===== config.mk =====
export PLATFORM = sky130hd
export DESIGN_NAME = motor_speed_pid_with_tacho
export DESIGN_NICKNAME = d
export VERILOG_FILES = /design/src/rtl/core/mspt_pkg.sv /design/src/rtl/core/mspt_div.sv /design/src/rtl/core/mspt_mac.sv /design/src/rtl/core/motor_speed_pid_with_tacho.sv
export SDC_FILE = /design/constraint.sdc
export NUM_CORES = 1
export LEC_CHECK = 0
export BUFFER_PORTS_ARGS = -buffer_cell sky130_fd_sc_hd__buf_2
export CORE_ASPECT_RATIO = 1.75
export CORE_MARGIN = 1
export CORE_UTILIZATION = 60
export CTS_CLUSTER_DIAMETER = 40
export DETAILED_ROUTE_END_ITERATION = 6
export PLACE_DENSITY = 0.78
export SYNTH_ARGS = -nofsm -noshare
export SYNTH_HDL_FRONTEND = slang
export SYNTH_SLANG_ARGS = --single-unit

===== constraint.sdc =====
create_clock -name clk -period 5.85 [get_ports clk]
set_input_delay 1.17 -clock clk [delete_from_list [all_inputs] [get_ports clk]]
set_output_delay 1.17 -clock clk [all_outputs]
set_load 0.005 [all_outputs]

===== src/rtl/core/mspt_pkg.sv =====
// shared types and constants for the motor speed pid controller with tachometer
package mspt_pkg;

    typedef enum logic [1:0] {
        CMD_PULSE     = 2'd0,
        CMD_TICK      = 2'd1,
        CMD_WIN_END   = 2'd2,
        CMD_CYCLE_END = 2'd3
    } cmd_t;

    typedef enum logic [2:0] {
        REG_SETPOINT   = 3'd0,
        REG_PROP_GAIN  = 3'd1,
        REG_INTEG_GAIN = 3'd2,
        REG_DERIV_GAIN = 3'd3,
        REG_PPR        = 3'd4,
        REG_GEAR_RATIO = 3'd5,
        REG_RATE_MODE  = 3'd6,
        REG_TOT_HOLD   = 3'd7
    } reg_idx_t;

    typedef enum logic [2:0] {
        ST_IDLE,
        ST_DIV,
        ST_PREP,
        ST_MUL_P,
        ST_MUL_I,
        ST_MUL_D,
        ST_MUL_K,
        ST_DONE
    } state_t;

    typedef struct packed {
        logic start;
        logic load;
    } mac_ctrl_t;

    localparam logic [1:0] RATE_STOPPED = 2'd0;
    localparam logic [1:0] RATE_DUTY    = 2'd1;

    localparam int unsigned RPM_W       = 13;
    localparam int unsigned DIV_N_W     = 23;
    localparam int unsigned DIV_D_W     = 32;
    localparam int unsigned MAC_A_W     = 34;
    localparam int unsigned MAC_B_W     = 16;
    localparam int unsigned MAC_ACC_W   = 48;
    localparam int unsigned MATCH_SHIFT = 24;

    localparam logic [DIV_N_W-1:0]   SPEED_DIVIDEND = 23'd6000000;
    localparam logic [RPM_W-1:0]     RPM_MAX        = 13'd8191;
    localparam logic [9:0]           PWM_MAX        = 10'd599;
    localparam logic signed [14:0]   INTEG_LIMIT    = 15'sd5300;
    localparam logic [7:0]           STALL_TICKS    = 8'd200;
    localparam logic [7:0]           SETTLE_TICKS   = 8'd10;
    localparam logic [7:0]           SETTLE_RESET   = 8'd100;
    // 10965/2^16 ~ 1/5.977, offset 636092*256 ~ 9.706 * 2^24
    localparam logic [MAC_B_W-1:0]   K_SCALE        = 16'd10965;
    localparam logic [MAC_ACC_W-1:0] K_OFFSET       = 48'd162839552;

endpackage


===== src/rtl/core/mspt_div.sv =====
// bit-serial restoring divider, one quotient bit per cycle
module mspt_div #(
    parameter int unsigned N_W = 23,
    parameter int unsigned D_W = 32
) (
    input  logic           clk,
    input  logic           rst_n,
    input  logic           start,
    input  logic [N_W-1:0] dividend,
    input  logic [D_W-1:0] divisor,
    output logic [N_W-1:0] quotient,
    output logic           done
);

    localparam int unsigned CNT_W = $clog2(N_W + 1);

    logic [CNT_W-1:0] cnt_reg;
    logic             done_reg;
    logic [N_W-1:0]   quot_reg;
    logic [D_W-1:0]   rem_reg;

    logic [D_W:0]     rem_shift;
    logic [D_W:0]     rem_sub;
    logic             fits;

    // dividend bits shift out the top while quotient bits shift in below
    assign rem_shift = {rem_reg, quot_reg[N_W-1]};
    assign rem_sub   = rem_shift - {1'b0, divisor};
    assign fits      = rem_shift >= {1'b0, divisor};

    always_ff @(posedge clk or negedge rst_n)
    begin
        if (!rst_n)
        begin
            cnt_reg  <= '0;
            done_reg <= 1'b0;
        end
        else
        begin
            done_reg <= (cnt_reg == CNT_W'(1));
            if (start)
            begin
                cnt_reg <= CNT_W'(N_W);
            end
            else if (cnt_reg != '0)
            begin
                cnt_reg <= cnt_reg - CNT_W'(1);
            end
        end
    end

    always_ff @(posedge clk)
    begin
        if (start)
        begin
            quot_reg <= dividend;
            rem_reg  <= '0;
        end
        else if (cnt_reg != '0)
        begin
            quot_reg <= {quot_reg[N_W-2:0], fits};
            rem_reg  <= fits ? rem_sub[D_W-1:0] : rem_shift[D_W-1:0];
        end
    end

    assign quotient = quot_reg;
    assign done     = done_reg;

endmodule


===== src/rtl/core/mspt_mac.sv =====
// bit-serial multiply-accumulate, signed multiplicand by unsigned multiplier
module mspt_mac #(
    parameter int unsigned A_W   = 34,
    parameter int unsigned B_W   = 16,
    parameter int unsigned ACC_W = 48
) (
    input  logic                clk,
    input  logic                rst_n,
    input  mspt_pkg::mac_ctrl_t ctrl,
    input  logic [A_W-1:0]      mcand,
    input  logic [B_W-1:0]      mplr,
    input  logic [ACC_W-1:0]    preload,
    output logic [ACC_W-1:0]    acc,
    output logic                done
);

    localparam int unsigned CNT_W = $clog2(B_W + 1);

    logic [CNT_W-1:0] cnt_reg;
    logic             done_reg;
    logic [ACC_W-1:0] acc_reg;
    logic [ACC_W-1:0] mcand_reg;
    logic [B_W-1:0]   mplr_reg;

    always_ff @(posedge clk or negedge rst_n)
    begin
        if (!rst_n)
        begin
            cnt_reg  <= '0;
            done_reg <= 1'b0;
        end
        else
        begin
            done_reg <= (cnt_reg == CNT_W'(1));
            if (ctrl.start)
            begin
                cnt_reg <= CNT_W'(B_W);
            end
            else if (cnt_reg != '0)
            begin
                cnt_reg <= cnt_reg - CNT_W'(1);
            end
        end
    end

    // multiplier bits leave lsb first, multiplicand doubles each step
    always_ff @(posedge clk)
    begin
        if (ctrl.start)
        begin
            if (ctrl.load)
            begin
                acc_reg <= preload;
            end
            mcand_reg <= {{(ACC_W - A_W){mcand[A_W-1]}}, mcand};
            mplr_reg  <= mplr;
        end
        else if (cnt_reg != '0)
        begin
            if (mplr_reg[0])
            begin
                acc_reg <= acc_reg + mcand_reg;
            end
            mcand_reg <= {mcand_reg[ACC_W-2:0], 1'b0};
            mplr_reg  <= {1'b0, mplr_reg[B_W-1:1]};
        end
    end

    assign acc  = acc_reg;
    assign done = done_reg;

endmodule


===== src/rtl/core/motor_speed_pid_with_tacho.sv =====
// top level: tachometer, totalizer, duty gate and serial pid speed loop
//
// Input channel (in_valid / in_stall) carries one command per beat: encoder
// pulse with its capture time, control tick with pump_on, on-window end or
// cycle end. Pulse and window beats start no work and give no
// result. A control tick gives one result beat on the output channel
// (out_valid / out_stall) with the pwm match, speed, power, alarm and total.
// A tick holds in_stall high while it runs: when the speed is measured,
// the bit-serial 6000000/period divider, then four passes through the
// bit-serial multiply-accumulate unit (three pid products and the pwm
// scaling). Without a measurement the divide is skipped.
// The result sits in an output register; new beats are taken while it
// waits. If the receiver still stalls a previous result when a tick
// finishes, the tick waits for it before loading and releasing the input.
// Configuration writes (cfg_valid / cfg_ready, ready always high) must go
// in between ticks; the block does not enforce this. Reset loads the
// register defaults and the idle state; the block is ready right after reset.
module motor_speed_pid_with_tacho (
    input  logic        clk,
    input  logic        rst_n,
    input  logic        in_valid,
    output logic        in_stall,
    input  logic [1:0]  command,
    input  logic [31:0] capture_time,
    input  logic        pump_on,
    output logic        out_valid,
    input  logic        out_stall,
    output logic [9:0]  pwm_match,
    output logic [12:0] motor_rpm,
    output logic        motor_power,
    output logic        stall_alarm,
    output logic [31:0] total_turns,
    input  logic        cfg_valid,
    output logic        cfg_ready,
    input  logic [2:0]  cfg_index,
    input  logic [15:0] cfg_data
);

    localparam int unsigned ACC_W = mspt_pkg::MAC_ACC_W;
    localparam int unsigned Q_W   = ACC_W - 1 - mspt_pkg::MATCH_SHIFT;

    // configuration
    logic [12:0] setpoint_reg;
    logic [15:0] prop_gain_reg;
    logic [15:0] integ_gain_reg;
    logic [15:0] deriv_gain_reg;
    logic [7:0]  ppr_reg;
    logic [7:0]  gear_ratio_reg;
    logic [1:0]  rate_mode_reg;
    logic        tot_hold_reg;

    // tachometer and loop state
    logic [7:0]         pulse_cnt_reg;
    logic [15:0]        turn_cnt_reg;
    logic [15:0]        turn_seen_reg;
    logic [7:0]         gear_cnt_reg;
    logic [31:0]        total_reg;
    logic [31:0]        last_cap_reg;
    logic [31:0]        period_reg;
    logic [7:0]         settle_reg;
    logic [7:0]         stall_cnt_reg;
    logic signed [13:0] integ_sum_reg;
    logic signed [13:0] prev_err_reg;
    logic               cycle_gate_reg;
    logic               motor_run_reg;

    // per-tick working values
    logic               pump_reg;
    logic               alarm_reg;
    logic [12:0]        rpm_reg;
    logic signed [14:0] d_reg;

    // output register
    logic        out_valid_reg;
    logic [9:0]  pwm_out_reg;
    logic [12:0] rpm_out_reg;
    logic        power_out_reg;
    logic        alarm_out_reg;
    logic [31:0] total_out_reg;

    mspt_pkg::state_t state_reg;
    mspt_pkg::state_t state_next;

    logic in_accept;
    logic is_tick;
    logic cfg_write;

    logic       count_wrap;
    logic [7:0] gear_inc;
    logic       gear_hit;
    logic       cap_later;

    logic       turn_changed;
    logic [7:0] settle_eff;
    logic       measure;
    logic       stall_fire;

    logic                          div_start;
    logic                          div_done;
    logic [mspt_pkg::DIV_N_W-1:0]  div_quot;
    logic [12:0]                   rpm_sat;

    logic signed [13:0] err;
    logic signed [14:0] integ_raw;
    logic signed [13:0] integ_clamped;
    logic signed [14:0] diff;

    mspt_pkg::mac_ctrl_t          mac_ctrl;
    logic [mspt_pkg::MAC_A_W-1:0] mac_a;
    logic [mspt_pkg::MAC_B_W-1:0] mac_b;
    logic [ACC_W-1:0]             mac_preload;
    logic [ACC_W-1:0]             mac_acc;
    logic                         mac_done;

    logic [Q_W-1:0] match_q;
    logic [9:0]     match;
    logic           drive;
    logic           out_free;
    logic           out_load;

    assign in_accept = in_valid && !in_stall;
    assign is_tick   = in_accept && (mspt_pkg::cmd_t'(command) == mspt_pkg::CMD_TICK);
    assign cfg_ready = 1'b1;
    assign cfg_write = cfg_valid && cfg_ready;

    // encoder pulse
    assign count_wrap = (pulse_cnt_reg == 8'd0);
    assign gear_inc   = gear_cnt_reg + 8'd1;
    assign gear_hit   = (gear_inc == gear_ratio_reg);
    assign cap_later  = (capture_time > last_cap_reg);

    // tick bookkeeping, known at accept
    assign turn_changed = (turn_cnt_reg != turn_seen_reg);
    assign settle_eff   = turn_changed ? mspt_pkg::SETTLE_TICKS : settle_reg;
    assign measure      = (settle_eff != 8'd0);
    assign stall_fire   = (stall_cnt_reg > mspt_pkg::STALL_TICKS) || (stall_cnt_reg == 8'hFF);

    mspt_div #(
        .N_W (mspt_pkg::DIV_N_W),
        .D_W (mspt_pkg::DIV_D_W)
    ) u_div (
        .clk      (clk),
        .rst_n    (rst_n),
        .start    (div_start),
        .dividend (mspt_pkg::SPEED_DIVIDEND),
        .divisor  (period_reg),
        .quotient (div_quot),
        .done     (div_done)
    );

    assign rpm_sat = (|div_quot[mspt_pkg::DIV_N_W-1:mspt_pkg::RPM_W])
                   ? mspt_pkg::RPM_MAX : div_quot[mspt_pkg::RPM_W-1:0];

    // error, clamped integral and derivative
    assign err       = $signed({1'b0, setpoint_reg}) - $signed({1'b0, rpm_reg});
    assign integ_raw = $signed({integ_sum_reg[13], integ_sum_reg}) + $signed({err[13], err});
    assign diff      = $signed({err[13], err}) - $signed({prev_err_reg[13], prev_err_reg});

    always_comb
    begin
        if (integ_raw > mspt_pkg::INTEG_LIMIT)
        begin
            integ_clamped = mspt_pkg::INTEG_LIMIT[13:0];
        end
        else if (integ_raw < -mspt_pkg::INTEG_LIMIT)
        begin
            integ_clamped = 14'(-mspt_pkg::INTEG_LIMIT);
        end
        else
        begin
            integ_clamped = integ_raw[13:0];
        end
    end

    mspt_mac #(
        .A_W   (mspt_pkg::MAC_A_W),
        .B_W   (mspt_pkg::MAC_B_W),
        .ACC_W (ACC_W)
    ) u_mac (
        .clk     (clk),
        .rst_n   (rst_n),
        .ctrl    (mac_ctrl),
        .mcand   (mac_a),
        .mplr    (mac_b),
        .preload (mac_preload),
        .acc     (mac_acc),
        .done    (mac_done)
    );

    // n >> 24 clamped to the pwm range, negative n gives zero
    assign match_q = mac_acc[ACC_W-2:mspt_pkg::MATCH_SHIFT];
    assign match   = mac_acc[ACC_W-1] ? 10'd0
                   : (match_q > Q_W'(mspt_pkg::PWM_MAX)) ? mspt_pkg::PWM_MAX
                   : match_q[9:0];
    assign drive   = pump_reg && ((rate_mode_reg == mspt_pkg::RATE_DUTY) ? cycle_gate_reg
                                  : (rate_mode_reg != mspt_pkg::RATE_STOPPED));

    assign out_free = !out_valid_reg || !out_stall;

    // next state
    always_comb
    begin
        state_next = state_reg;
        case (state_reg)
            mspt_pkg::ST_IDLE:
            begin
                if (is_tick)
                begin
                    state_next = measure ? mspt_pkg::ST_DIV : mspt_pkg::ST_PREP;
                end
            end
            mspt_pkg::ST_DIV:
            begin
                if (div_done)
                begin
                    state_next = mspt_pkg::ST_PREP;
                end
            end
            mspt_pkg::ST_PREP:
            begin
                state_next = mspt_pkg::ST_MUL_P;
            end
            mspt_pkg::ST_MUL_P:
            begin
                if (mac_done)
                begin
                    state_next = mspt_pkg::ST_MUL_I;
                end
            end
            mspt_pkg::ST_MUL_I:
            begin
                if (mac_done)
                begin
                    state_next = mspt_pkg::ST_MUL_D;
                end
            end
            mspt_pkg::ST_MUL_D:
            begin
                if (mac_done)
                begin
                    state_next = mspt_pkg::ST_MUL_K;
                end
            end
            mspt_pkg::ST_MUL_K:
            begin
                if (mac_done)
                begin
                    state_next = mspt_pkg::ST_DONE;
                end
            end
            mspt_pkg::ST_DONE:
            begin
                if (out_free)
                begin
                    state_next = mspt_pkg::ST_IDLE;
                end
            end
            default:
            begin
                state_next = mspt_pkg::ST_IDLE;
            end
        endcase
    end

    // fsm outputs: each mac pass is launched as the previous one reports done
    always_comb
    begin
        in_stall       = (state_reg != mspt_pkg::ST_IDLE);
        div_start      = is_tick && measure;
        out_load       = 1'b0;
        mac_ctrl.start = 1'b0;
        mac_ctrl.load  = 1'b0;
        mac_a          = '0;
        mac_b          = '0;
        mac_preload    = '0;
        case (state_reg)
            mspt_pkg::ST_PREP:
            begin
                mac_ctrl.start = 1'b1;
                mac_ctrl.load  = 1'b1;
                mac_preload    = {{(ACC_W - 21){1'b0}}, setpoint_reg, 8'd0};
                mac_a          = {{(mspt_pkg::MAC_A_W - 14){err[13]}}, err};
                mac_b          = prop_gain_reg;
            end
            mspt_pkg::ST_MUL_P:
            begin
                mac_ctrl.start = mac_done;
                mac_a          = {{(mspt_pkg::MAC_A_W - 14){integ_sum_reg[13]}}, integ_sum_reg};
                mac_b          = integ_gain_reg;
            end
            mspt_pkg::ST_MUL_I:
            begin
                mac_ctrl.start = mac_done;
                mac_a          = {{(mspt_pkg::MAC_A_W - 15){d_reg[14]}}, d_reg};
                mac_b          = deriv_gain_reg;
            end
            mspt_pkg::ST_MUL_D:
            begin
                mac_ctrl.start = mac_done;
                mac_ctrl.load  = 1'b1;
                mac_preload    = mspt_pkg::K_OFFSET;
                mac_a          = mac_acc[mspt_pkg::MAC_A_W-1:0];
                mac_b          = mspt_pkg::K_SCALE;
            end
            mspt_pkg::ST_DONE:
            begin
                out_load = out_free;
            end
            default:
            begin
                out_load = 1'b0;
            end
        endcase
    end

    always_ff @(posedge clk or negedge rst_n)
    begin
        if (!rst_n)
        begin
            state_reg     <= mspt_pkg::ST_IDLE;
            out_valid_reg <= 1'b0;
        end
        else
        begin
            state_reg <= state_next;
            if (out_load)
            begin
                out_valid_reg <= 1'b1;
            end
            else if (!out_stall)
            begin
                out_valid_reg <= 1'b0;
            end
        end
    end

    // configuration and block state
    always_ff @(posedge clk or negedge rst_n)
    begin
        if (!rst_n)
        begin
            setpoint_reg   <= '0;
            prop_gain_reg  <= '0;
            integ_gain_reg <= '0;
            deriv_gain_reg <= '0;
            ppr_reg        <= 8'd1;
            gear_ratio_reg <= 8'd1;
            rate_mode_reg  <= mspt_pkg::RATE_STOPPED;
            tot_hold_reg   <= 1'b0;
            pulse_cnt_reg  <= '0;
            turn_cnt_reg   <= '0;
            turn_seen_reg  <= '0;
            gear_cnt_reg   <= '0;
            total_reg      <= '0;
            last_cap_reg   <= '0;
            period_reg     <= 32'd1;
            settle_reg     <= mspt_pkg::SETTLE_RESET;
            stall_cnt_reg  <= '0;
            integ_sum_reg  <= '0;
            prev_err_reg   <= '0;
            cycle_gate_reg <= 1'b1;
            motor_run_reg  <= 1'b0;
        end
        else
        begin
            if (in_accept)
            begin
                case (mspt_pkg::cmd_t'(command))
                    mspt_pkg::CMD_PULSE:
                    begin
                        if (count_wrap)
                        begin
                            pulse_cnt_reg <= ppr_reg - 8'd1;
                            turn_cnt_reg  <= turn_cnt_reg + 16'd1;
                            if (gear_hit)
                            begin
                                gear_cnt_reg <= '0;
                                if (!tot_hold_reg)
                                begin
                                    total_reg <= total_reg + 32'd1;
                                end
                            end
                            else
                            begin
                                gear_cnt_reg <= gear_inc;
                            end
                            // a capture that is not later keeps the old period
                            if (cap_later)
                            begin
                                period_reg <= capture_time - last_cap_reg;
                            end
                            last_cap_reg <= capture_time;
                        end
                        else
                        begin
                            pulse_cnt_reg <= pulse_cnt_reg - 8'd1;
                        end
                    end
                    mspt_pkg::CMD_TICK:
                    begin
                        turn_seen_reg <= turn_cnt_reg;
                        if (measure)
                        begin
                            stall_cnt_reg <= '0;
                        end
                        else if (pump_on)
                        begin
                            if (stall_fire)
                            begin
                                stall_cnt_reg <= '0;
                            end
                            else if (cycle_gate_reg && (rate_mode_reg != mspt_pkg::RATE_STOPPED))
                            begin
                                stall_cnt_reg <= stall_cnt_reg + 8'd1;
                            end
                        end
                        // motor start reloads the settle window after this measurement
                        if (pump_on && !motor_run_reg)
                        begin
                            settle_reg <= mspt_pkg::SETTLE_TICKS;
                        end
                        else if (measure)
                        begin
                            settle_reg <= settle_eff - 8'd1;
                        end
                        motor_run_reg <= pump_on;
                    end
                    mspt_pkg::CMD_WIN_END:
                    begin
                        if (rate_mode_reg == mspt_pkg::RATE_DUTY)
                        begin
                            cycle_gate_reg <= 1'b0;
                        end
                    end
                    mspt_pkg::CMD_CYCLE_END:
                    begin
                        if (rate_mode_reg == mspt_pkg::RATE_DUTY)
                        begin
                            cycle_gate_reg <= 1'b1;
                        end
                    end
                    default:
                    begin
                        cycle_gate_reg <= cycle_gate_reg;
                    end
                endcase
            end

            if (state_reg == mspt_pkg::ST_PREP)
            begin
                integ_sum_reg <= integ_clamped;
                prev_err_reg  <= err;
            end

            if (cfg_write)
            begin
                case (mspt_pkg::reg_idx_t'(cfg_index))
                    mspt_pkg::REG_SETPOINT:   setpoint_reg   <= cfg_data[12:0];
                    mspt_pkg::REG_PROP_GAIN:  prop_gain_reg  <= cfg_data;
                    mspt_pkg::REG_INTEG_GAIN: integ_gain_reg <= cfg_data;
                    mspt_pkg::REG_DERIV_GAIN: deriv_gain_reg <= cfg_data;
                    mspt_pkg::REG_PPR:        ppr_reg        <= cfg_data[7:0];
                    mspt_pkg::REG_GEAR_RATIO: gear_ratio_reg <= cfg_data[7:0];
                    mspt_pkg::REG_RATE_MODE:
                    begin
                        rate_mode_reg <= cfg_data[1:0];
                        if (cfg_data[1:0] != mspt_pkg::RATE_STOPPED)
                        begin
                            cycle_gate_reg <= 1'b1;
                        end
                    end
                    mspt_pkg::REG_TOT_HOLD:
                    begin
                        tot_hold_reg <= cfg_data[0];
                        if (cfg_data[0])
                        begin
                            total_reg <= '0;
                        end
                    end
                    default:
                    begin
                        tot_hold_reg <= tot_hold_reg;
                    end
                endcase
            end
        end
    end

    // tick working values and result payload
    always_ff @(posedge clk)
    begin
        if (is_tick)
        begin
            pump_reg  <= pump_on;
            alarm_reg <= !measure && pump_on && stall_fire;
            if (!measure)
            begin
                rpm_reg <= '0;
            end
        end
        if ((state_reg == mspt_pkg::ST_DIV) && div_done)
        begin
            rpm_reg <= rpm_sat;
        end
        if (state_reg == mspt_pkg::ST_PREP)
        begin
            d_reg <= diff;
        end
        if (out_load)
        begin
            pwm_out_reg   <= drive ? match : 10'd0;
            rpm_out_reg   <= rpm_reg;
            power_out_reg <= motor_run_reg;
            alarm_out_reg <= alarm_reg;
            total_out_reg <= total_reg;
        end
    end

    assign out_valid   = out_valid_reg;
    assign pwm_match   = pwm_out_reg;
    assign motor_rpm   = rpm_out_reg;
    assign motor_power = power_out_reg;
    assign stall_alarm = alarm_out_reg;
    assign total_turns = total_out_reg;

endmodule


# After elaboration in Yosys (flattened, before gate mapping)
# Index checks and enable logic that the tools add are counted.
# Widths: inputs -> output; s select.
# word_totals
inputBits	59
output_inout_bits	60
ff_bits	540
# classes
reduce_logical	55
n_bitwise	1
muxes	62
n_lt_le_gt_ge	6
n_eq_ne	33
add_sub_neg	15
# ops
cell	n
$mux 32	9
$mux 48	6
$pmux 34 s4	1
$mux 8	9
$pmux 16 s4	1
$sub 32x32->32	2
$pmux 28 s2	1
$mux 13	4
$add 48x48->48	1
$ge 33x32->1	1
$add 32x1->32 const B	1
$gt 32x32->1	1
$mux 16	2
$mux 14	2
$eq 3x3->1 const B	8
$pmux 3 s8	1
$sub 8x1->8 const B	3
$gt 23x10->1 const B	1
$reduce_and 2->1	11
$mux 3	7
$mux 5	4
$add 16x1->16 const B	1
$add 8x1->8 const B	2
$ne 16x16->1	1
37 further kinds	92

# Depth between registers and ports, before layout
# Gate-level depths: netlist (run 1).
# logic_depth
ltp_word	9
mapped_depth	23
ltp_nobuf	22

# By module
# Synthesis (run 1) repeated with hierarchy kept, for this count alone.
# hier_totals
hier_cells	3249
area_unflattened_um2	32003.2
# by_module_without_submodules
mod	area_each_um2	seq_area_each_um2	instances	cells_per_inst
motor_speed_pid_with_tacho	19666.4	9477.8	1	1963
mspt_mac	7708.6	3513.4	1	756
mspt_div	4628.2	1481.4	1	530

# Worst setup path after synthesis (run 1)
# No wires, ideal clock.
# synth_path
kind	input-to-reg
start	input port out_stall
end	register state_reg[0]
path_buffers	0
slack_ns	1.018
cell_stages	5
t_arrival_ns	4.750
cell_sequence	a21oi_1 -> nor2_1 -> a31oi_1 -> o311ai_0 -> o21ai_0
# synth_between
elab_chain_len	4
# synth_rtl
element	line	source
from (decl)	motor_speed_pid_with_tacho.sv:27	input logic out_stall,
$logic_not 1->1	n/a	
$logic_or 1x1->1	motor_speed_pid_with_tacho.sv:198	assign out_free = !out_valid_reg || !out_stall;
$ne 2x2->1 (no source line)	n/a	
$reduce_and 7->1 (no source line)	n/a	
to (signal assigned)	motor_speed_pid_with_tacho.sv:320	state_reg <= mspt_pkg::ST_IDLE;
to (signal assigned)	motor_speed_pid_with_tacho.sv:325	state_reg <= state_next;
to (decl)	motor_speed_pid_with_tacho.sv:81	mspt_pkg::state_t state_reg;
# No other way between the ends.
# A chain may end at the register's enable or synchronous reset.

# Worst setup path after layout (run 1)
# layout_path
start	register setpoint_reg[0]
end	register integ_sum_reg[1]
# layout_between
elab_chain_len	5
elab_cells_between_ends	6
# layout_rtl
element	line	source
from (decl)	motor_speed_pid_with_tacho.sv:43	logic [12:0] setpoint_reg;
from (signal assigned)	motor_speed_pid_with_tacho.sv:458	mspt_pkg::REG_SETPOINT: setpoint_reg <= cfg_data[12:0];
$sub 13x13->14 (*)	motor_speed_pid_with_tacho.sv:155	assign err = $signed({1'b0, setpoint_reg}) - $signed({1'b0, rpm_reg});
named net err[12]	motor_speed_pid_with_tacho.sv:103	logic signed [13:0] err;
$add 14x14->15 (*)	motor_speed_pid_with_tacho.sv:156	assign integ_raw = $signed({integ_sum_reg[13], integ_sum_reg}) + $signed({err[13], err});
$lt 15x14->1	motor_speed_pid_with_tacho.sv:165	else if (integ_raw < -mspt_pkg::INTEG_LIMIT)
$mux 14	motor_speed_pid_with_tacho.sv:165	
$mux 14 (*)	motor_speed_pid_with_tacho.sv:161	if (integ_raw > mspt_pkg::INTEG_LIMIT)
to (signal assigned)	motor_speed_pid_with_tacho.sv:451	integ_sum_reg <= integ_clamped;
to (decl)	motor_speed_pid_with_tacho.sv:62	logic signed [13:0] integ_sum_reg;
# The timed path passes the listed nets; every way through them passes the cells marked *.

==> results of run 1 <==
-- kinds of logic (layout without fill, tap and decap cells) --
family | count (synthesis) | after routing | share of synthesized area (%)
adder cells (fa/ha/maj) | 174 | 174 | 7.34
other | 1 | 8 | 0.0124
AO/OA/AOI/OAI | 857 | 857 | 17.5
multiplexers | 113 | 113 | 4.11
buffers and inverters | 275 | 403 | 3.54
flip-flops | 540 | 540 | 47.1
XOR/XNOR | 200 | 200 | 5.79
AND/OR/NAND/NOR | 966 | 966 | 14.6
-- worst reg2reg max path: stages (launching register included) --
cell and delay, ns:
dfrtp_1 0.35, inv_1 0.07, ha_1 0.23, fa_1 0.40
nor2b_1 0.12, o21ai_0 0.09, nand2b_1 0.13, a21oi_1 0.10
o21ai_0 0.24, a21oi_1 0.14, o21ai_0 0.34, a31oi_1 0.16
xnor2_1 0.23, ha_1 0.26, or3_1 0.38, a21o_1 0.17
nand2_1 0.06, o21ai_1 0.08, xnor2_1 0.20, a21o_1 0.18
o21ai_1 0.52, nand3_1 0.16, o21ai_0 0.25
-- path summary, 6_finish.rpt --
| check | endpoint | slack [ns] | cells past startpoint |
|---|---|---|---|
| min in group asynchronous | total_reg[17] | 0.58 | 1 |
| max in group asynchronous | period_reg[30] | 4.00 | 2 |
| min reg2reg | motor_rpm[6] | 0.44 | 0 |
| min | motor_rpm[6] | 0.44 | 0 |
| max | integ_sum_reg[1] | 0.90 | 22 |
| max reg2reg | integ_sum_reg[1] | 0.90 | 22 |
-- cell type report --
class	instances	area (µm²)	area share [%]
Tap cell	660	826	2.48
Clock buffer	66	1450	4.35
Clock inverter	31	300	0.902
Sequential cell	540	14200	42.8
Antenna cell	7	17.5	0.0526
Timing Repair Buffer	151	876	2.63
Multi-Input combinational cell	2311	15000	45.1
Inverter	155	582	1.75
-- synth_stat cells (41+ instances only) --
library cell	instances	share of area (%)
clkbuf_1	98	1.2
xnor2_1	117	3.4
inv_1	154	1.9
o21ai_0	258	4.3
edfxtp_1	199	20
nand3_1	76	1.3
xor2_1	83	2.4
o21a_1	46	1.1
dfrtp_1	279	23
nor2_1	273	3.4
ha_1	167	6.9
a21o_1	67	1.7
nor3_1	41	0.68
a21oi_1	243	4.0
mux2_2	90	3.4
nand2_1	365	4.5
dfxtp_1	55	3.6
-- power groups by stage --
stage	Sequential (mW)	Combinational, mW	Clock (mW)
floorplan	6.19	8.03	0
finish	6.46	10.6	3.46
CTS	6.44	10.4	3.50
detailed placement	6.50	10.4	0
global placement	6.44	10.0	0
global route	6.59	11.7	3.63
-- through the flow --
stage                     hold slack, ns  total power, mW  setup WS [ns]
after detailed placement           0.437             16.8          0.960
final                              0.444             20.5          0.902
after global routing               0.433             21.9          0.455
after CTS                          0.430             20.4          0.901
after floorplan                    0.400             14.2           1.02
after global placement             0.419             16.4           1.02
-- routing by layer --
metal	vias up	global-route usage [%]	share of wire, %
met5	-	0	0
met4	0	23.0	7.8
met3	293	3.71	4.2
met2	783	57.9	53
met1	11648	31.6	35
li1	11326	-	-
==> summary.txt, run 1 <==
Timing
  • Fmax achieved: 202 MHz
  • Worst-Margin Slew: 1.37 ns
  • Max_slew headroom: 8.33%
  • Clock skew: 0.0349 ns
  • Setup-failing EPs final: 0
  • Final hold vios: 0
  • Min Tclk post-route: 4.95 ns
  • RSZ-0062 raised after global routing: no
  • Total negative slack: 0 ns
  • Final period utilization: 84.6%
  • Count of pins over their slew limit: 0

Min path
  • Worst Min Path Start: rpm_reg[6]
  • HP Class: reg -> reg

Clock tree
  • Clock net sink count: 540
  • Total CTS buffers: 52
  • CTS Hold Bufs: 0
  • Clock buffer depth: 3
  • Post-CTS Setup Bufs: 0
  • Post-cts resize count: 0
  • Clk Latency, worst-skew pair: 0.60 ns
  • Htree depth: 2
  • CTS Root Buffer Type: clkbuf_16
  • CTS tree: yes
  • Worst-path clk slew: 0.07 ns

Drt
  • WL final: 79.1 mm
  • First-pass DRT Iterations: 6
  • Initial DRC count: 1362
  • Vias post-DR: 24.1k
  • WL/cell: 20.2 µm
  • Vias/cell: 6.13
  • ANT nets after route: 0
  • DRC viols: 0

Yosys
  • Synth warnings: 0
  • Synthesized Nets: 3358
  • Cell variety after synth: 91
  • Number of synthesized flops with an enable pin: 199
  • Mapped Cells: 3126
  • Async set-reset flop share out of synthesis: 53.0%
  • Syn avg cell area: 9.67 µm²
  • Synthesized cell area: 30200 µm²
  • Seq/Total Area, Yosys: 47.1%
  • Synthesized flop and latch total: 540
  • Ys flop type: dfrtp_1

Critical path
  • Buf+Inv Stages, Crit Path: 1
  • WP data required: 6.33 ns
  • Critical Path Most Common Cell: o21ai_0
  • Slowest-stage cell, CP: o21ai_1
  • Reg2reg start: setpoint_reg[0]
  • Crit end category: register
  • Startpoint Class: register
  • Data arrival, critical path: 5.43 ns
  • Max incr delay on CP: 0.52 ns
  • Crit path from: setpoint_reg[0]
  • CP delay by family, top: compound AO/OA/AOI/OAI gates
  • Critical path peak fanout: 8
  • Crit Path Category: reg -> reg
  • Crit-path cells: inv_1 > ha_1 > fa_1 > nor2b_1 > o21ai_0 > nand2b_1 > a21oi_1 > o21ai_0 > a21oi_1 > o21ai_0 > a31oi_1 > xnor2_1 > ha_1 > or3_1 > a21o_1 > nand2_1 > o21ai_1 > xnor2_1 > a21o_1 > o21ai_1 > nand3_1 > o21ai_0

Final layout
  • Non-filler cells, final: 3921
  • Layout overhead on the synthesized area: 10.1%
  • Nets: 3443
  • Most frequent cells in the layout: 364 x nand2_1, 278 x dfrtp_1, 271 x nor2_1, 258 x o21ai_0, 242 x a21oi_1
  • Fraction of layout cells with a size suffix above 1: 11.6%
  • Commonest non-fill, non-tap cell in the layout: nand2_1
  • Post-route cell area: 33300 µm²
  • Final Util: 66.9%
  • Fill cells: 3989

Place
  • Post-Place Cells: 3817
  • Buffers added on ports: 117
  • Gpl congestion: 0.948
  • Placed inst area: 31500 µm²
  • Dpl hpwl: 58.0 mm

Pwr
  • Power share of the combinational group: 51.6%
  • Clock power frac: 16.9%
  • Worst vdd ir: 0.000333 V
  • Sw power: 8.69 mW
  • Internal power: 11.8 mW
  • PD cells: 616 nW/µm²
  • Sequential Power Share: 31.5%
  • Leak: 14.3 nW
  • Net Sw Frac: 42.4%

Floorplan
  • Core area: 49700 µm²
  • Die width: 172 µm
  • IO Pins: 119
  • Initial Util: 60.8%
  • Die H: 299 µm
  • # rows: 108
  • Die area: 51300 µm²

Global route
  • GRT overflow: 0
  • Vias in the first global route: 24.7k
  • Overall routing resource usage: 31.3%
  • Initial antenna violation count: 8
  • First-pass GRT wire length: 126 mm
  • Pin count of the biggest net entering global routing: 99

Job
  • Max-cap violation count: 0

Run status
  • Outcome: finished, final reports clean
No activity file was read; power rests on OpenSTA's default activity.
==> inputs of run 2 (changes only) <==
Settings changed: ABC_AREA from default to 1.
Clock period 5.85 ns to 5 ns, I/O delays scaled along.
==> run 2 against run 1 <==
Critical endpoint is now integ_sum_reg[10]. First-iteration DRC count rose by 55%. Sequential share of layout area down 2.8 points. Clock skew fell by 0.015 ns. Flip-flop and latch count stayed put. Power is 14% higher.
==> summary.txt, run 2 <==
Run status
  • Outcome: finished, final reports clean (unchanged)

Timing
  • Max_slew headroom: 24.7% (was 8.33%)
  • Clock skew: 0.0201 ns (was 0.0349 ns)
  • Total negative slack: 0 ns (unchanged)
  • Worst-Margin Slew: 1.13 ns (was 1.37 ns)
  • Final setup margin: 0.431 ns (was 0.902 ns)
  • Setup-failing EPs final: 0 (unchanged)
  • WHS: 0.340 ns (was 0.444 ns)
  • Count of pins over their slew limit: 0 (unchanged)
  • RSZ-0062 raised after global routing: no (unchanged)
  • Min Tclk post-route: 4.57 ns (was 4.95 ns)
  • Final period utilization: 91.4% (was 84.6%)
  • Final hold vios: 0 (unchanged)
  • Fmax achieved: 219 MHz (was 202 MHz)

Critical path
  • Worst r2r path cells: 27 (was 22)
  • WP data required: 5.52 ns (was 6.33 ns)
  • FF-to-FF End: integ_sum_reg[10] (was integ_sum_reg[1])
  • Buf+Inv Stages, Crit Path: 2 (was 1)
  • Worst R2R Setup Slack: 0.43 ns (was 0.90 ns)
  • Critical path peak fanout: 13 (was 8)
  • Crit Path Category: reg -> reg (unchanged)
  • Reg2reg start: setpoint_reg[2] (was setpoint_reg[0])
  • Startpoint Class: register (unchanged)
  • Slowest-stage cell, CP: dfrtp_1 (was o21ai_1)
  • Critical Path Most Common Cell: nand2_1 (was o21ai_0)
  • Max incr delay on CP: 0.41 ns (was 0.52 ns)
  • Data arrival, critical path: 5.09 ns (was 5.43 ns)
  • CP delay by family, top: simple AND/OR/NAND/NOR gates (was compound AO/OA/AOI/OAI gates)
  • Crit end category: register (unchanged)

Place
  • Worst slack, placed: 0.533 ns (was 0.960 ns)
  • Dpl hpwl: 69.1 mm (was 58.0 mm)
  • Gpl congestion: 1.03 (was 0.948)
  • Buffers added on ports: 117 (unchanged)
  • Placed inst area: 33700 µm² (was 31500 µm²)

Floorplan
  • Core area: 53400 µm² (was 49700 µm²)
  • Initial Util: 60.9% (was 60.8%)
  • # rows: 112 (was 108)
  • Die area: 55100 µm² (was 51300 µm²)
  • Die width: 178 µm (was 172 µm)
  • IO Pins: 119 (unchanged)
  • Die H: 310 µm (was 299 µm)

Yosys
  • Synthesized cell area: 32500 µm² (was 30200 µm²)
  • Synthesized flop and latch total: 540 (unchanged)
  • Ys flop type: dfrtp_1 (unchanged)
  • Synth top area cells: dfrtp_1 21%, edfxtp_1 18%, nand2_1 12% (was dfrtp_1 23%, edfxtp_1 20%, ha_1 6.9%)
  • Syn avg cell area: 7.83 µm² (was 9.67 µm²)
  • Most frequent cell after synthesis: nand2_1 (unchanged)
  • Seq/Total Area, Yosys: 43.8% (was 47.1%)
  • Yosys top cell area share: 21.5% (was 23.1%)
  • Top cell types by occurrence after synthesis: 1078 x nand2_1, 536 x inv_1, 344 x o21ai_0 (was 365 x nand2_1, 279 x dfrtp_1, 273 x nor2_1)
  • Yosys top cell by area: dfrtp_1 (unchanged)
  • Number of synthesized flops with an enable pin: 199 (unchanged)
  • Synthesized Nets: 4381 (was 3358)
  • Synth warnings: 0 (unchanged)
  • Cell variety after synth: 67 (was 91)
  • Async set-reset flop share out of synthesis: 53.0% (unchanged)
  • Mapped Cells: 4149 (was 3126)

Pwr
  • Power share of the combinational group: 50.2% (was 51.6%)
  • Clock power frac: 18.2% (was 16.9%)
  • Leak: 17.3 nW (was 14.3 nW)
  • Net Sw Frac: 45.6% (was 42.4%)
  • Sequential Power Share: 31.6% (was 31.5%)
  • Sw power: 10.6 mW (was 8.69 mW)
  • PD cells: 655 nW/µm² (was 616 nW/µm²)
  • Worst vdd ir: 0.000372 V (was 0.000333 V)
  • Internal power: 12.7 mW (was 11.8 mW)

Global route
  • Initial antenna violation count: 5 (was 8)
  • Vias in the first global route: 28.5k (was 24.7k)
  • Pin count of the biggest net entering global routing: 103 (was 99)
  • GRT overflow: 0 (unchanged)
  • Overall routing resource usage: 34.0% (was 31.3%)
  • First-pass GRT wire length: 145 mm (was 126 mm)

Final layout
  • Post-route cell area: 35600 µm² (was 33300 µm²)
  • Nets: 4472 (was 3443)
  • Layout overhead on the synthesized area: 9.52% (was 10.1%)
  • Most frequent cells in the layout: 1077 x nand2_1, 534 x inv_1, 343 x o21ai_0, 321 x nor2_1, 279 x dfrtp_1 (was 364 x nand2_1, 278 x dfrtp_1, 271 x nor2_1, 258 x o21ai_0, 242 x a21oi_1)
  • Final Util: 66.7% (was 66.9%)
  • Fraction of layout cells with a size suffix above 1: 7.35% (was 11.6%)
  • Commonest non-fill, non-tap cell in the layout: nand2_1 (unchanged)

Min path
  • HP Class: in -> async (was reg -> reg)

Clock tree
  • Clock net sink count: 540 (unchanged)
  • Worst-path clk slew: 0.07 ns (about the same)
  • CTS tree: yes (unchanged)
  • Clk Latency, worst-skew pair: 0.63 ns (was 0.60 ns)
  • Clock buffer depth: 3 (unchanged)
  • Htree depth: 2 (unchanged)
  • CTS Hold Bufs: 0 (unchanged)
  • Post-cts resize count: 0 (unchanged)
  • Post-CTS Setup Bufs: 0 (unchanged)
  • Total CTS buffers: 55 (was 52)
  • CTS Root Buffer Type: clkbuf_16 (unchanged)

Drt
  • Vias/cell: 5.79 (was 6.13)
  • First-pass DRT Iterations: 6 (unchanged)
  • WL/cell: 18.6 µm (was 20.2 µm)
  • ANT nets after route: 0 (unchanged)
  • DRC viols: 0 (unchanged)
  • Vias post-DR: 28.8k (was 24.1k)
  • WL final: 92.3 mm (was 79.1 mm)
  • Initial DRC count: 2105 (was 1362)

Job
  • Max-cap violation count: 0 (unchanged)
run 2: cell count changes after synthesis, moves of 24 or more:
cell,change
nor2b_1,-24
nand2_1,+713
nand3_1,+191
xnor2_1,-73
o21a_1,-30
o21ai_0,+86
nand2b_1,-30
mux2_2,-90
a21o_1,-43
clkbuf_1,-28
nor2_1,+51
inv_1,+382
run 2: layer usage:
metal	GRT usage (%)	up-vias	share of wire (%)
met5	0	-	0.014
met4	23.3	2	7.5
met3	4.33	358	4.8
met2	63.3	979	53
met1	34.8	13520	35
li1	-	13919	-
run 2: layout make-up:
| class | count | area [µm²] |
|---|---|---|
| Fill cell | 4581 | 17800 |
| Multi-Input combinational cell | 2954 | 15700 |
| Sequential cell | 540 | 14200 |
| Inverter | 547 | 2070 |
| Clock buffer | 62 | 1440 |
| Tap cell | 684 | 856 |
| Timing Repair Buffer | 142 | 821 |
| Clock inverter | 41 | 415 |
| Antenna cell | 3 | 7.51 |
run 2: cells by family after synthesis:
kind of cell / share of synthesized area (%)
simple gates: 24.1
compound gates: 13.7
buf+inv: 7.93
flops: 43.8
fa+ha+maj: 6.80
xor+xnor: 3.67
other cells: 0.0115
mux: 0.0308
run 2: how the worst max path moves through the flow:
stage | end | start | cells past startpoint | slack [ns]
detailed placement | integ_sum_reg[10] | setpoint_reg[2] | 27 | 0.53
global route | integ_sum_reg[4] | setpoint_reg[2] | 27 | 0.11
finish | integ_sum_reg[10] | setpoint_reg[2] | 27 | 0.43
floorplan | u_mac.acc[0] | state_reg[2] | 9 | 0.76
global placement | integ_sum_reg[10] | setpoint_reg[2] | 25 | 0.62
CTS | integ_sum_reg[10] | setpoint_reg[2] | 27 | 0.51
run 2: stage by stage:
step / power [mW] / instances
after detailed placement: 18.8 / 4867
after floorplan: 15.5 / 4149
after global routing: 24.9 / 4972
after global placement: 18.6 / 4867
after CTS: 23.1 / 4970
final: 23.3 / 4973
run 2: power groups by stage:
stage	clock network, mW	registers, mW	logic [mW]
after floorplan	0	7.11	8.39
after global routing	4.45	7.50	13.0
after global placement	0	7.39	11.2
final	4.23	7.37	11.7
after CTS	4.27	7.35	11.5
after detailed placement	0	7.42	11.4
run 2: worst reg2reg max path, cell delays in order (launching register included):
cell     delay [ns]
dfrtp_1        0.41
ha_1           0.36
a21oi_1        0.15
o21ai_0        0.14
a21oi_1        0.28
o21ai_0        0.17
a21oi_1        0.26
o21ai_0        0.14
or2_2          0.30
nand2_1        0.07
inv_1          0.07
ha_1           0.35
nand2_1        0.11
inv_1          0.05
nand2_1        0.05
nand2_1        0.05
a21oi_1        0.22
nand2_1        0.11
nand2_1        0.08
nand2_1        0.08
nand2_1        0.09
nor2_1         0.06
a21oi_1        0.11
nand3_1        0.40
nand2_1        0.18
nand2_1        0.07
nand2_1        0.06
nand2_1        0.05
